==> src/rtl/sau_pkg.sv <==
`default_nettype none

package sau_pkg;

  localparam int WORD_W  = 32;
  localparam int OP_W    = 3;
  localparam int STAT_W  = 2;
  localparam int SCNT_W  = 7;
  localparam int IN_W    = 40;
  localparam int OUT_W   = 48;

  typedef enum logic [OP_W-1:0] {
    OP_NOP  = 3'd0,
    OP_PUSH = 3'd1,
    OP_SWAP = 3'd2,
    OP_ADD  = 3'd3,
    OP_SUB  = 3'd4,
    OP_DIV  = 3'd5
  } op_t;

  typedef enum logic [STAT_W-1:0] {
    ST_OK      = 2'd0,
    ST_UNDER   = 2'd1,
    ST_DIVZERO = 2'd2,
    ST_FULL    = 2'd3
  } status_t;

  typedef enum logic [2:0] {
    S_IDLE,
    S_EXEC,
    S_SWAP2,
    S_DIV
  } state_t;

  typedef enum logic [1:0] {
    DIV_IDLE,
    DIV_RUN,
    DIV_FIX
  } div_state_t;

endpackage

`default_nettype wire

==> src/rtl/sau_div.sv <==
`default_nettype none

module sau_div (
  input  wire logic                        clk,
  input  wire logic                        rst,
  input  wire logic                        start,
  input  wire logic [sau_pkg::WORD_W-1:0]  num,
  input  wire logic [sau_pkg::WORD_W-1:0]  den,
  output logic                             done,
  output logic [sau_pkg::WORD_W-1:0]       quot
);
  import sau_pkg::*;

  localparam int IW = $clog2(WORD_W);
  localparam logic [IW-1:0] ITER_LAST = IW'(WORD_W - 1);

  div_state_t        state, state_next;
  logic [WORD_W-1:0] quo;
  logic [WORD_W-1:0] dmag;
  logic [WORD_W:0]   rem;
  logic              neg;
  logic [IW-1:0]     iter;

  logic [WORD_W:0]   rem_sh;
  logic [WORD_W+1:0] diff;
  logic              trial_ok;

  // One restoring step per cycle on the magnitudes.
  assign rem_sh   = {rem[WORD_W-1:0], quo[WORD_W-1]};
  assign diff     = {1'b0, rem_sh} - {2'b00, dmag};
  assign trial_ok = !diff[WORD_W+1];

  always_comb begin
    state_next = state;
    case (state)
      DIV_IDLE: if (start) state_next = DIV_RUN;
      DIV_RUN:  if (iter == ITER_LAST) state_next = DIV_FIX;
      DIV_FIX:  state_next = DIV_IDLE;
      default:  state_next = DIV_IDLE;
    endcase
  end

  always_comb begin
    done = 1'b0;
    quot = quo;
    case (state)
      DIV_FIX: begin
        done = 1'b1;
        quot = neg ? (WORD_W'(0) - quo) : quo;
      end
      default: begin
        done = 1'b0;
      end
    endcase
  end

  always_ff @(posedge clk) begin
    if (rst) begin
      state <= DIV_IDLE;
    end else begin
      state <= state_next;
    end
  end

  always_ff @(posedge clk) begin
    case (state)
      DIV_IDLE: begin
        if (start) begin
          quo  <= num[WORD_W-1] ? (WORD_W'(0) - num) : num;
          dmag <= den[WORD_W-1] ? (WORD_W'(0) - den) : den;
          rem  <= '0;
          neg  <= num[WORD_W-1] ^ den[WORD_W-1];
          iter <= '0;
        end
      end
      DIV_RUN: begin
        rem  <= trial_ok ? diff[WORD_W:0] : rem_sh;
        quo  <= {quo[WORD_W-2:0], trial_ok};
        iter <= iter + IW'(1);
      end
      default: begin
        iter <= iter;
      end
    endcase
  end

endmodule

`default_nettype wire

==> src/rtl/stack_arith_unit.sv <==
`default_nettype none

// Sequence: nop, push and every rejected request give their result in the cycle after
// acceptance; add and sub first read the second entry, swap then writes the second entry
// up and the old top down, and div reads the second entry, then the divider retires one
// quotient bit per cycle after setup, the sign is fixed, and the quotient is written back.
// Throughput: one request at a time; the next request is taken once the result is out.
// Reset clears the entry count, the control state and the output valid flag; the stack
// memory itself is not cleared, since no entry is read before a push writes it.
module stack_arith_unit #(
  parameter int STACK_DEPTH = 64
) (
  input  wire logic                       clk,
  input  wire logic                       rst,
  input  wire logic                       s_tvalid,
  output logic                            s_tready,
  // [2:0] opcode, [34:3] push_value, [39:35] zero
  input  wire logic [sau_pkg::IN_W-1:0]   s_tdata,
  output logic                            m_tvalid,
  input  wire logic                       m_tready,
  // [1:0] status, [33:2] top_value, [40:34] stack_count, [47:41] zero
  output logic [sau_pkg::OUT_W-1:0]       m_tdata
);
  import sau_pkg::*;

  localparam int AW = (STACK_DEPTH > 1) ? $clog2(STACK_DEPTH) : 1;
  localparam int CW = $clog2(STACK_DEPTH + 1);

  // The whole stack lives in this memory: one write port, one registered read port.
  logic [WORD_W-1:0] mem [STACK_DEPTH];
  logic [WORD_W-1:0] rd_data;

  state_t            state, state_next;
  op_t               op_q;
  logic [WORD_W-1:0] opnd_top;
  logic [CW-1:0]     count;
  logic [WORD_W-1:0] top_reg;

  logic [CW-1:0]     cnt_m1, cnt_m2;
  logic              acc;
  op_t               in_op;
  logic [WORD_W-1:0] in_val;
  logic              two_op, under, full, divz, go_exec;

  logic              mem_we;
  logic [AW-1:0]     mem_waddr;
  logic [WORD_W-1:0] mem_wdata;
  logic              out_load;
  status_t           out_status;
  logic [CW-1:0]     cnt_new;
  logic [WORD_W-1:0] top_new;
  logic [CW+6:0]     cnt_wide;
  logic [WORD_W-1:0] top_field;

  logic              div_start, div_done;
  logic [WORD_W-1:0] div_quot;

  assign cnt_m1 = count - CW'(1);
  assign cnt_m2 = count - CW'(2);

  assign acc    = s_tvalid && s_tready;
  assign in_op  = op_t'(s_tdata[2:0]);
  assign in_val = s_tdata[34:3];

  // The top entry is mirrored in top_reg, so checks on it need no memory read.
  assign two_op  = (in_op == OP_SWAP) || (in_op == OP_ADD) ||
                   (in_op == OP_SUB) || (in_op == OP_DIV);
  assign under   = count < CW'(2);
  assign full    = count == CW'(STACK_DEPTH);
  assign divz    = (in_op == OP_DIV) && (top_reg == '0);
  assign go_exec = acc && two_op && !under && !divz;

  // Next-state logic.
  always_comb begin
    state_next = state;
    case (state)
      S_IDLE: if (go_exec) state_next = S_EXEC;
      S_EXEC: begin
        case (op_q)
          OP_SWAP: state_next = S_SWAP2;
          OP_DIV:  state_next = S_DIV;
          default: state_next = S_IDLE;
        endcase
      end
      S_SWAP2: state_next = S_IDLE;
      S_DIV:   if (div_done) state_next = S_IDLE;
      default: state_next = S_IDLE;
    endcase
  end

  // Control outputs: memory write, register updates and result loading.
  always_comb begin
    s_tready   = 1'b0;
    mem_we     = 1'b0;
    mem_waddr  = cnt_m2[AW-1:0];
    mem_wdata  = rd_data;
    out_load   = 1'b0;
    out_status = ST_OK;
    cnt_new    = count;
    top_new    = top_reg;
    div_start  = 1'b0;
    case (state)
      S_IDLE: begin
        // The output register is free or drains at this edge, so a result fits.
        s_tready = !m_tvalid || m_tready;
        if (acc) begin
          case (in_op)
            OP_PUSH: begin
              out_load = 1'b1;
              if (full) begin
                out_status = ST_FULL;
              end else begin
                mem_we    = 1'b1;
                mem_waddr = count[AW-1:0];
                mem_wdata = in_val;
                cnt_new   = count + CW'(1);
                top_new   = in_val;
              end
            end
            OP_SWAP, OP_ADD, OP_SUB, OP_DIV: begin
              if (under) begin
                out_load   = 1'b1;
                out_status = ST_UNDER;
              end else if (divz) begin
                out_load   = 1'b1;
                out_status = ST_DIVZERO;
              end
            end
            default: begin
              out_load = 1'b1;
            end
          endcase
        end
      end
      S_EXEC: begin
        // rd_data now holds the second entry.
        case (op_q)
          OP_SWAP: begin
            mem_we    = 1'b1;
            mem_waddr = cnt_m1[AW-1:0];
            mem_wdata = rd_data;
          end
          OP_ADD: begin
            mem_we    = 1'b1;
            mem_wdata = rd_data + opnd_top;
            cnt_new   = cnt_m1;
            top_new   = rd_data + opnd_top;
            out_load  = 1'b1;
          end
          OP_SUB: begin
            mem_we    = 1'b1;
            mem_wdata = rd_data - opnd_top;
            cnt_new   = cnt_m1;
            top_new   = rd_data - opnd_top;
            out_load  = 1'b1;
          end
          OP_DIV: begin
            div_start = 1'b1;
          end
          default: begin
            mem_we = 1'b0;
          end
        endcase
      end
      S_SWAP2: begin
        // The second entry was rewritten above the read address, so rd_data still holds it.
        mem_we    = 1'b1;
        mem_wdata = opnd_top;
        top_new   = rd_data;
        out_load  = 1'b1;
      end
      S_DIV: begin
        if (div_done) begin
          mem_we    = 1'b1;
          mem_wdata = div_quot;
          cnt_new   = cnt_m1;
          top_new   = div_quot;
          out_load  = 1'b1;
        end
      end
      default: begin
        s_tready = 1'b0;
      end
    endcase
  end

  assign cnt_wide  = {7'd0, cnt_new};
  assign top_field = (cnt_new == '0) ? '0 : top_new;

  always_ff @(posedge clk) begin
    if (rst) begin
      state    <= S_IDLE;
      count    <= '0;
      m_tvalid <= 1'b0;
    end else begin
      state <= state_next;
      if (out_load) begin
        count    <= cnt_new;
        m_tvalid <= 1'b1;
      end else if (m_tready) begin
        m_tvalid <= 1'b0;
      end
    end
  end

  always_ff @(posedge clk) begin
    if (out_load) begin
      top_reg <= top_new;
      m_tdata <= {7'd0, cnt_wide[SCNT_W-1:0], top_field, out_status};
    end
    if (go_exec) begin
      op_q     <= in_op;
      opnd_top <= top_reg;
    end
  end

  // Stack memory: the read address always points at the second entry.
  always_ff @(posedge clk) begin
    if (mem_we) begin
      mem[mem_waddr] <= mem_wdata;
    end
    rd_data <= mem[cnt_m2[AW-1:0]];
  end

  sau_div u_div (
    .clk   (clk),
    .rst   (rst),
    .start (div_start),
    .num   (rd_data),
    .den   (opnd_top),
    .done  (div_done),
    .quot  (div_quot)
  );

  // The entry count never passes the stack depth.
  a_count_bound: assert property (@(posedge clk) disable iff (rst)
    count <= CW'(STACK_DEPTH))
    else $error("entry count beyond stack depth");

  // A new result is never loaded over one that is still waiting.
  a_no_overwrite: assert property (@(posedge clk) disable iff (rst)
    out_load |-> (!m_tvalid || m_tready))
    else $error("result overwritten before it was taken");

  // The divider only ever starts on a nonzero divisor.
  a_div_nonzero: assert property (@(posedge clk) disable iff (rst)
    div_start |-> (opnd_top != '0))
    else $error("divider started with zero divisor");

  // A push onto a stack with room grows it by exactly one.
  a_push_grows: assert property (@(posedge clk) disable iff (rst)
    (acc && (in_op == OP_PUSH) && !full) |=> (count == $past(count) + CW'(1)))
    else $error("push did not grow the stack");

  // The divider reports completion only while the sequencer waits on it.
  a_div_done_state: assert property (@(posedge clk) disable iff (rst)
    div_done |-> (state == S_DIV))
    else $error("divider finished outside the divide step");

endmodule

`default_nettype wire
==> config.mk <==
export PLATFORM = sky130hd
export DESIGN_NAME = stack_arith_unit
export DESIGN_NICKNAME = d
export VERILOG_FILES = /design/src/rtl/sau_pkg.sv /design/src/rtl/sau_div.sv /design/src/rtl/stack_arith_unit.sv
export SDC_FILE = /design/constraint.sdc
export NUM_CORES = 2
export LEC_CHECK = 0
export ABC_CLOCK_PERIOD_IN_PS = 14650
export BUFFER_PORTS_ARGS = -buffer_cell sky130_fd_sc_hd__buf_2
export CORE_MARGIN = 10
export CORE_UTILIZATION = 50
export CTS_BUF_LIST = sky130_fd_sc_hd__clkbuf_16
export DETAILED_ROUTE_END_ITERATION = 8
export PLACE_DENSITY = 0.77
export SLEW_MARGIN = 40
export SYNTH_ARGS = -nofsm -noshare
export SYNTH_HDL_FRONTEND = slang
export SYNTH_HIERARCHICAL = 1
export SYNTH_SLANG_ARGS = --single-unit
==> constraint.sdc <==
create_clock -name clk -period 14.65 [get_ports clk]
set_input_delay 1.465 -clock clk [delete_from_list [all_inputs] [get_ports clk]]
set_output_delay 1.465 -clock clk [all_outputs]
set_load 0.02 [all_outputs]
## Yosys cells after proc, flatten, opt, wreduce, memory -nomap -nowiden

Memory sizes are Yosys's and may differ from the RTL's. A register that Yosys moved wholly into a read port is not among the register bits.
Index checks and enable logic that the tools add are counted.

- Memories kept: 1
- Register bits: 223
- Memory bits (writable): 2048
- Input port bits: 44

- Order comparisons: 1
- Add/subtract/negate cells: 10
- Equality and inequality tests: 20
- Multiplexer cells: 65
- Bitwise gates (word level): 1
- Reductions and logical operators: 27

Memory list:

| memory | depth | bits a word | rd ports | clocked after Yosys merged registers in | write ports | line | RTL |
|---|---|---|---|---|---|---|---|
| mem | 64 | 32 | 1 | 1 | 1 | stack_arith_unit.sv:30 | `logic [WORD_W-1:0] mem [STACK_DEPTH];` |

Operator list:

| kind | number |
|---|---|
| two-way mux 32 bit | 14 |
| one-hot mux 32 bit (2 select lines) | 4 |
| one-hot mux 32 bit (4 select lines) | 2 |
| subtractor 1 x 32 -> 32 bit, first input constant | 3 |
| two-way mux 7 bit | 5 |
| subtractor 33 x 32 -> 34 bit | 1 |
| adder 32 bit | 1 |
| logical NOT 32 bit | 1 |
| subtractor 32 bit | 1 |
| two-way mux 31 bit | 1 |
| two-way mux 6 bit | 4 |
| one-hot mux 7 bit (3 select lines) | 1 |
| == test 3 x 2 -> 1 bit, second input constant | 6 |
| two-way mux 1 bit | 18 |
| == test 3 bit, second input constant | 4 |
| one-hot mux 2 bit (2 select lines) | 3 |
| one-hot mux 6 bit (2 select lines) | 1 |
| two-way mux 2 bit | 5 |
| one-hot mux 5 bit (2 select lines) | 1 |
| AND reduction 2 bit | 5 |
| one-hot mux 3 bit (3 select lines) | 1 |
| one-hot mux 1 bit (4 select lines) | 2 |
| adder 7 x 1 -> 7 bit, second input constant | 1 |
| == test 7 bit, second input constant | 1 |
| other kinds (23) | 38 |

## Depth between registers and ports, before layout

- Depth after elaboration: 9
- Depth in mapped cells: 16
- Gate-level depth less buffers: 12

## Modules after synthesis

Netlist, hierarchy kept.

Modules (own cells, without submodules):

| module | times used | cells an instance | area an instance (um2) | seq. area each (um2) |
|---|---|---|---|---|
| stack_arith_unit | 1 | 4275 | 88975.3 | 65582.9 |
| sau_div | 1 | 864 | 7850.0 | 3103.0 |

## Worst setup path after synthesis

OpenSTA, ideal clock, no wires.

- Path kind: input to register
- Start: in m_tready
- End: mem mem[0][28], data pin
- Setup slack: 8712 ps
- Required time: 13948 ps
- Setup time: 702 ps
- Arrival time: 5236 ps
- Path buffers: 2
- Cell stages on the path: 9
- Path through: nand2b_1 > and3_1 > clkbuf_1 > nand3_1 > nand2_1 > o21ai_0 > clkbuf_1 > nor2_1 > o21ai_0

- Word-level cells in the longest chain between the ends: 5

RTL lines:

| element | line | RTL |
|---|---|---|
| start: declaration | stack_arith_unit.sv:20 | `input wire logic m_tready,` |
| logical OR 1 bit | stack_arith_unit.sv:105 | `s_tready = !m_tvalid \|\| m_tready;` |
| two-way mux 1 bit | stack_arith_unit.sv:102 | `case (state)` |
| logical AND 1 bit | stack_arith_unit.sv:61 | `assign acc = s_tvalid && s_tready;` |
| two-way mux 32 bit | stack_arith_unit.sv:106 | `if (acc) begin` |
| one-hot mux 32 bit (4 select lines) | stack_arith_unit.sv:102 |  |
| net mem_wdata[28] | stack_arith_unit.sv:47 | `logic [WORD_W-1:0] mem_wdata;` |
| end: declaration | stack_arith_unit.sv:30 |  |

The timed path passes the listed nets, and every way through them passes these cells.

## Final worst setup path

- Start: reg count[1]
- End: reg rd_data[4], read port of mem

- Word-level cells in the longest chain between the ends: 1

RTL lines:

| element | line | RTL |
|---|---|---|
| start: declaration | stack_arith_unit.sv:36 | `logic [CW-1:0] count;` |
| start signal: assignment | stack_arith_unit.sv:198 | `count <= cnt_new;` |
| subtractor 6 x 2 -> 6 bit | stack_arith_unit.sv:59 | `assign cnt_m2 = count - CW'(2);` |
| end: declaration | stack_arith_unit.sv:31 | `logic [WORD_W-1:0] rd_data;` |

Every way passes these cells.
A chain may end at the register's enable or synchronous reset.

==> metrics.md <==
| Metric | Value |
|---|---|
| Post-CTS Hold Buffers | 0 |
| Worst-Margin Slew | 0.944 ns |
| Worst min path class | flop to flop |
| Io pins | 94 |
| Critical Path Fanout Max | 119 |
| Startpoint type of the worst setup path | flop |
| Multi-input gate area | 27300 sq um |
| Detail-routed via count per cell | 6.75 |
| Worst vdd ir | 0.148 mV |
| Syn. warnings | 6 |
| Post-synth EDFFs | 2258 |
| Cell taking the most area after synthesis | edfxtp_1 |
| Pin count of the biggest net entering global routing | 120 |
| CTS root buffer | clkbuf_16 |
| Async SR Flop Fraction | 0 |
| Die height | 460 um |
| Worst EP arrival | 7.24 ns |
| Htree depth | 4 |
| PwrDens | 128 nW/um^2 |
| Max reg flops | 2048 |
| Post-Route WL | 276000 um |
| Post-DP HPWL | 152000 um |
| RSZ-0062 raised after global routing | no |
| Row Count | 161 |
| Avg Synthesized Cell Area | 18.8 sq um |
| Tmin final | 6.53 ns |
| Top-area cell type share of the netlist area | 0.700 |
| Clk buf depth | 3 |
| Seq/Total Area, Yosys | 0.709 |
| Max-cap violations | 0 |
| Sum Neg Setup Slack | 0 ns |
| DR WL/cell | 34.4 um |
| DR DRC count | 0 |
| Final worst path period share | 0.446 |
| Area growth from synthesis to layout | 11.9% |
| Post-synthesis register bit count | 2302 |
| Largest cells by area after synthesis | edfxtp_1 (70%), mux4_2 (15%), ha_1 (1.4%) |
| Cell count after synthesis | 5139 |
| Crit. End Element | flop |
| # clock sinks | 2302 |
| Resize count post-CTS | 0 |
| Top flop regs | mem: 2048 flops, m_tdata: 41 flops |
| Clock skew | 0.0761 ns |
| Final Slew Violations | 0 |
| CTS tree | yes |
| Final setup violation count | 0 |
| FILL cells | 13800 |
| Vias in the first global route | 54000 |
| Die area | 212000 sq um |
| Initial antenna violation count | 27 |
| Static Leak | 33.7 nW |
| Vias | 54200 |
| Initial DRT Pass Iterations | 9 |
| Netlist Area Pre-Place | 96800 sq um |
| Hold WS | 0.489 ns |
| CP required | 15.35 ns |
| Gr ovfl total | 0 |
| Biggest register | mem |
| Final Hold Vio Count | 0 |
| Cell variety after synth | 104 |
| Top FF cell, synth | edfxtp_1 |
| Setup Buffers After CTS | 0 |
| GPL Wtd Cong | 0.940 |
| Most frequent cells in the layout | edfxtp_1 (2258), mux4_2 (663), clkbuf_16 (212) |
| Layout cells sized above 1 | 0.256 |
| Status | finished, final reports clean |
| Num CTS Buffers | 210 |
| Fin nets | 5474 |
| Core area | 193000 sq um |
| Post-DRT Antenna Nets | 0 |
| Commonest non-fill, non-tap cell in the layout | edfxtp_1 |
| I/O Buffers | 81 |
| Initial Utilization | 0.503 |
| Kind of critical path | flop to flop |
| Slew HR | 0.366 |
| DRT iter0 DRCs | 8275 |
| Clk slew on worst S/H paths | 0.07 ns |
| Fmax | 0.153 GHz |
| Total Routing Usage GR | 0.257 |
| First-pass GRT wire length | 393000 um |
| Die W | 460 um |
| Register area | 68700 sq um |
| Clock Latency Late Sink | 0.87 ns |
worst max-delay path: stages, from the launching register on:
cell and delay, ns:
dfxtp_4 0.77, buf_4 0.78, buf_4 0.73, buf_4 0.77
buf_12 0.59, buf_6 0.65, mux4_2 0.42, mux4_2 0.56
mux2i_2 0.57, a21oi_1 0.16
cells in the mapped netlist, types with 9 or more instances:
cell type,count
edfxtp_1,2258
mux4_2,663
nand2_1,218
nor2_1,218
clkbuf_1,174
a21oi_1,160
o21ai_0,153
inv_1,127
ha_1,105
xnor2_1,63
nand3_1,62
xor2_1,57
buf_1,53
nor3_1,51
dfxtp_1,44
nor2b_1,37
buf_2,34
o31ai_1,33
and2_1,32
a221o_1,31
a22oi_1,31
a31oi_1,27
or3_1,27
a211oi_1,26
a21o_1,26
o21a_1,26
nand2b_1,22
o211ai_1,20
mux2i_1,18
a222oi_1,17
nor4_1,17
o22ai_1,17
a221oi_1,15
and3_1,15
nand4_1,15
o21bai_1,14
or2_2,14
o41ai_1,13
a22o_1,11
o221ai_1,11
or4_1,11
nor3b_1,10
buf_4,9
o2111ai_1,9
o21ai_1,9
cells by family after synthesis:
| group | after synthesis | share of synthesized area |
|---|---|---|
| mux | 688 | 0.157 |
| flops | 2302 | 0.709 |
| xor+xnor | 120 | 0.0109 |
| fa+ha+maj | 108 | 0.0142 |
| buf+inv | 400 | 0.0165 |
| simple gates | 788 | 0.0399 |
| compound gates | 732 | 0.0522 |
| other cells | 1 | 0.0000387 |
report_power, final:
part / total (mW) / switching, mW / internal (mW) / leakage (nW)
Clock: 5.48 / 2.50 / 2.99 / 3.44
Sequential: 7.49 / 0.0646 / 7.43 / 20.7
Combinational: 0.913 / 0.648 / 0.265 / 9.54
layout make-up:
cell class                 count  share of cell area
multi-input combinational   2443               0.252
clock inverter               177              0.0142
tap                         2526              0.0292
sequential                  2302               0.634
timing repair buffer         238              0.0168
inverter                     127             0.00441
clock buffer                 212              0.0490
antenna                        8            0.000185
metrics by stage:
step	utilization	setup slack (ns)	total power, mW	cells	cell area (sq um)
after CTS	0.561	8.02	13.9	8017	108000
after floorplan	-	8.71	8.12	5145	96800
after detailed placement	0.526	8.20	8.49	7628	101000
after global placement	0.525	7.97	8.46	7626	101000
final	0.562	8.12	13.9	8033	108000
after global routing	0.562	7.98	14.2	8030	108000
path summary, 6_finish.rpt:
kind | slack [ns] | depth (start not counted) | endpoint | from
worst max register to register | 8.12 | 9 | rd_data[4] | count[1]
worst max-delay path | 8.12 | 9 | rd_data[4] | count[1]
worst min-delay path | 0.49 | 0 | opnd_top[9] | top_reg[9]
worst min register to register | 0.49 | 0 | opnd_top[9] | top_reg[9]
metal layers:
layer,share of wire,wire [um],vias up,global-route usage
met5,0.00035,97,-,0
met4,0.059,16200,16,0.126
met3,0.13,34600,757,0.0646
met2,0.47,131000,4047,0.409
met1,0.34,94100,27800,0.331
li1,-,-,21600,-
Note: power is estimated with default switching activity, not from simulation.
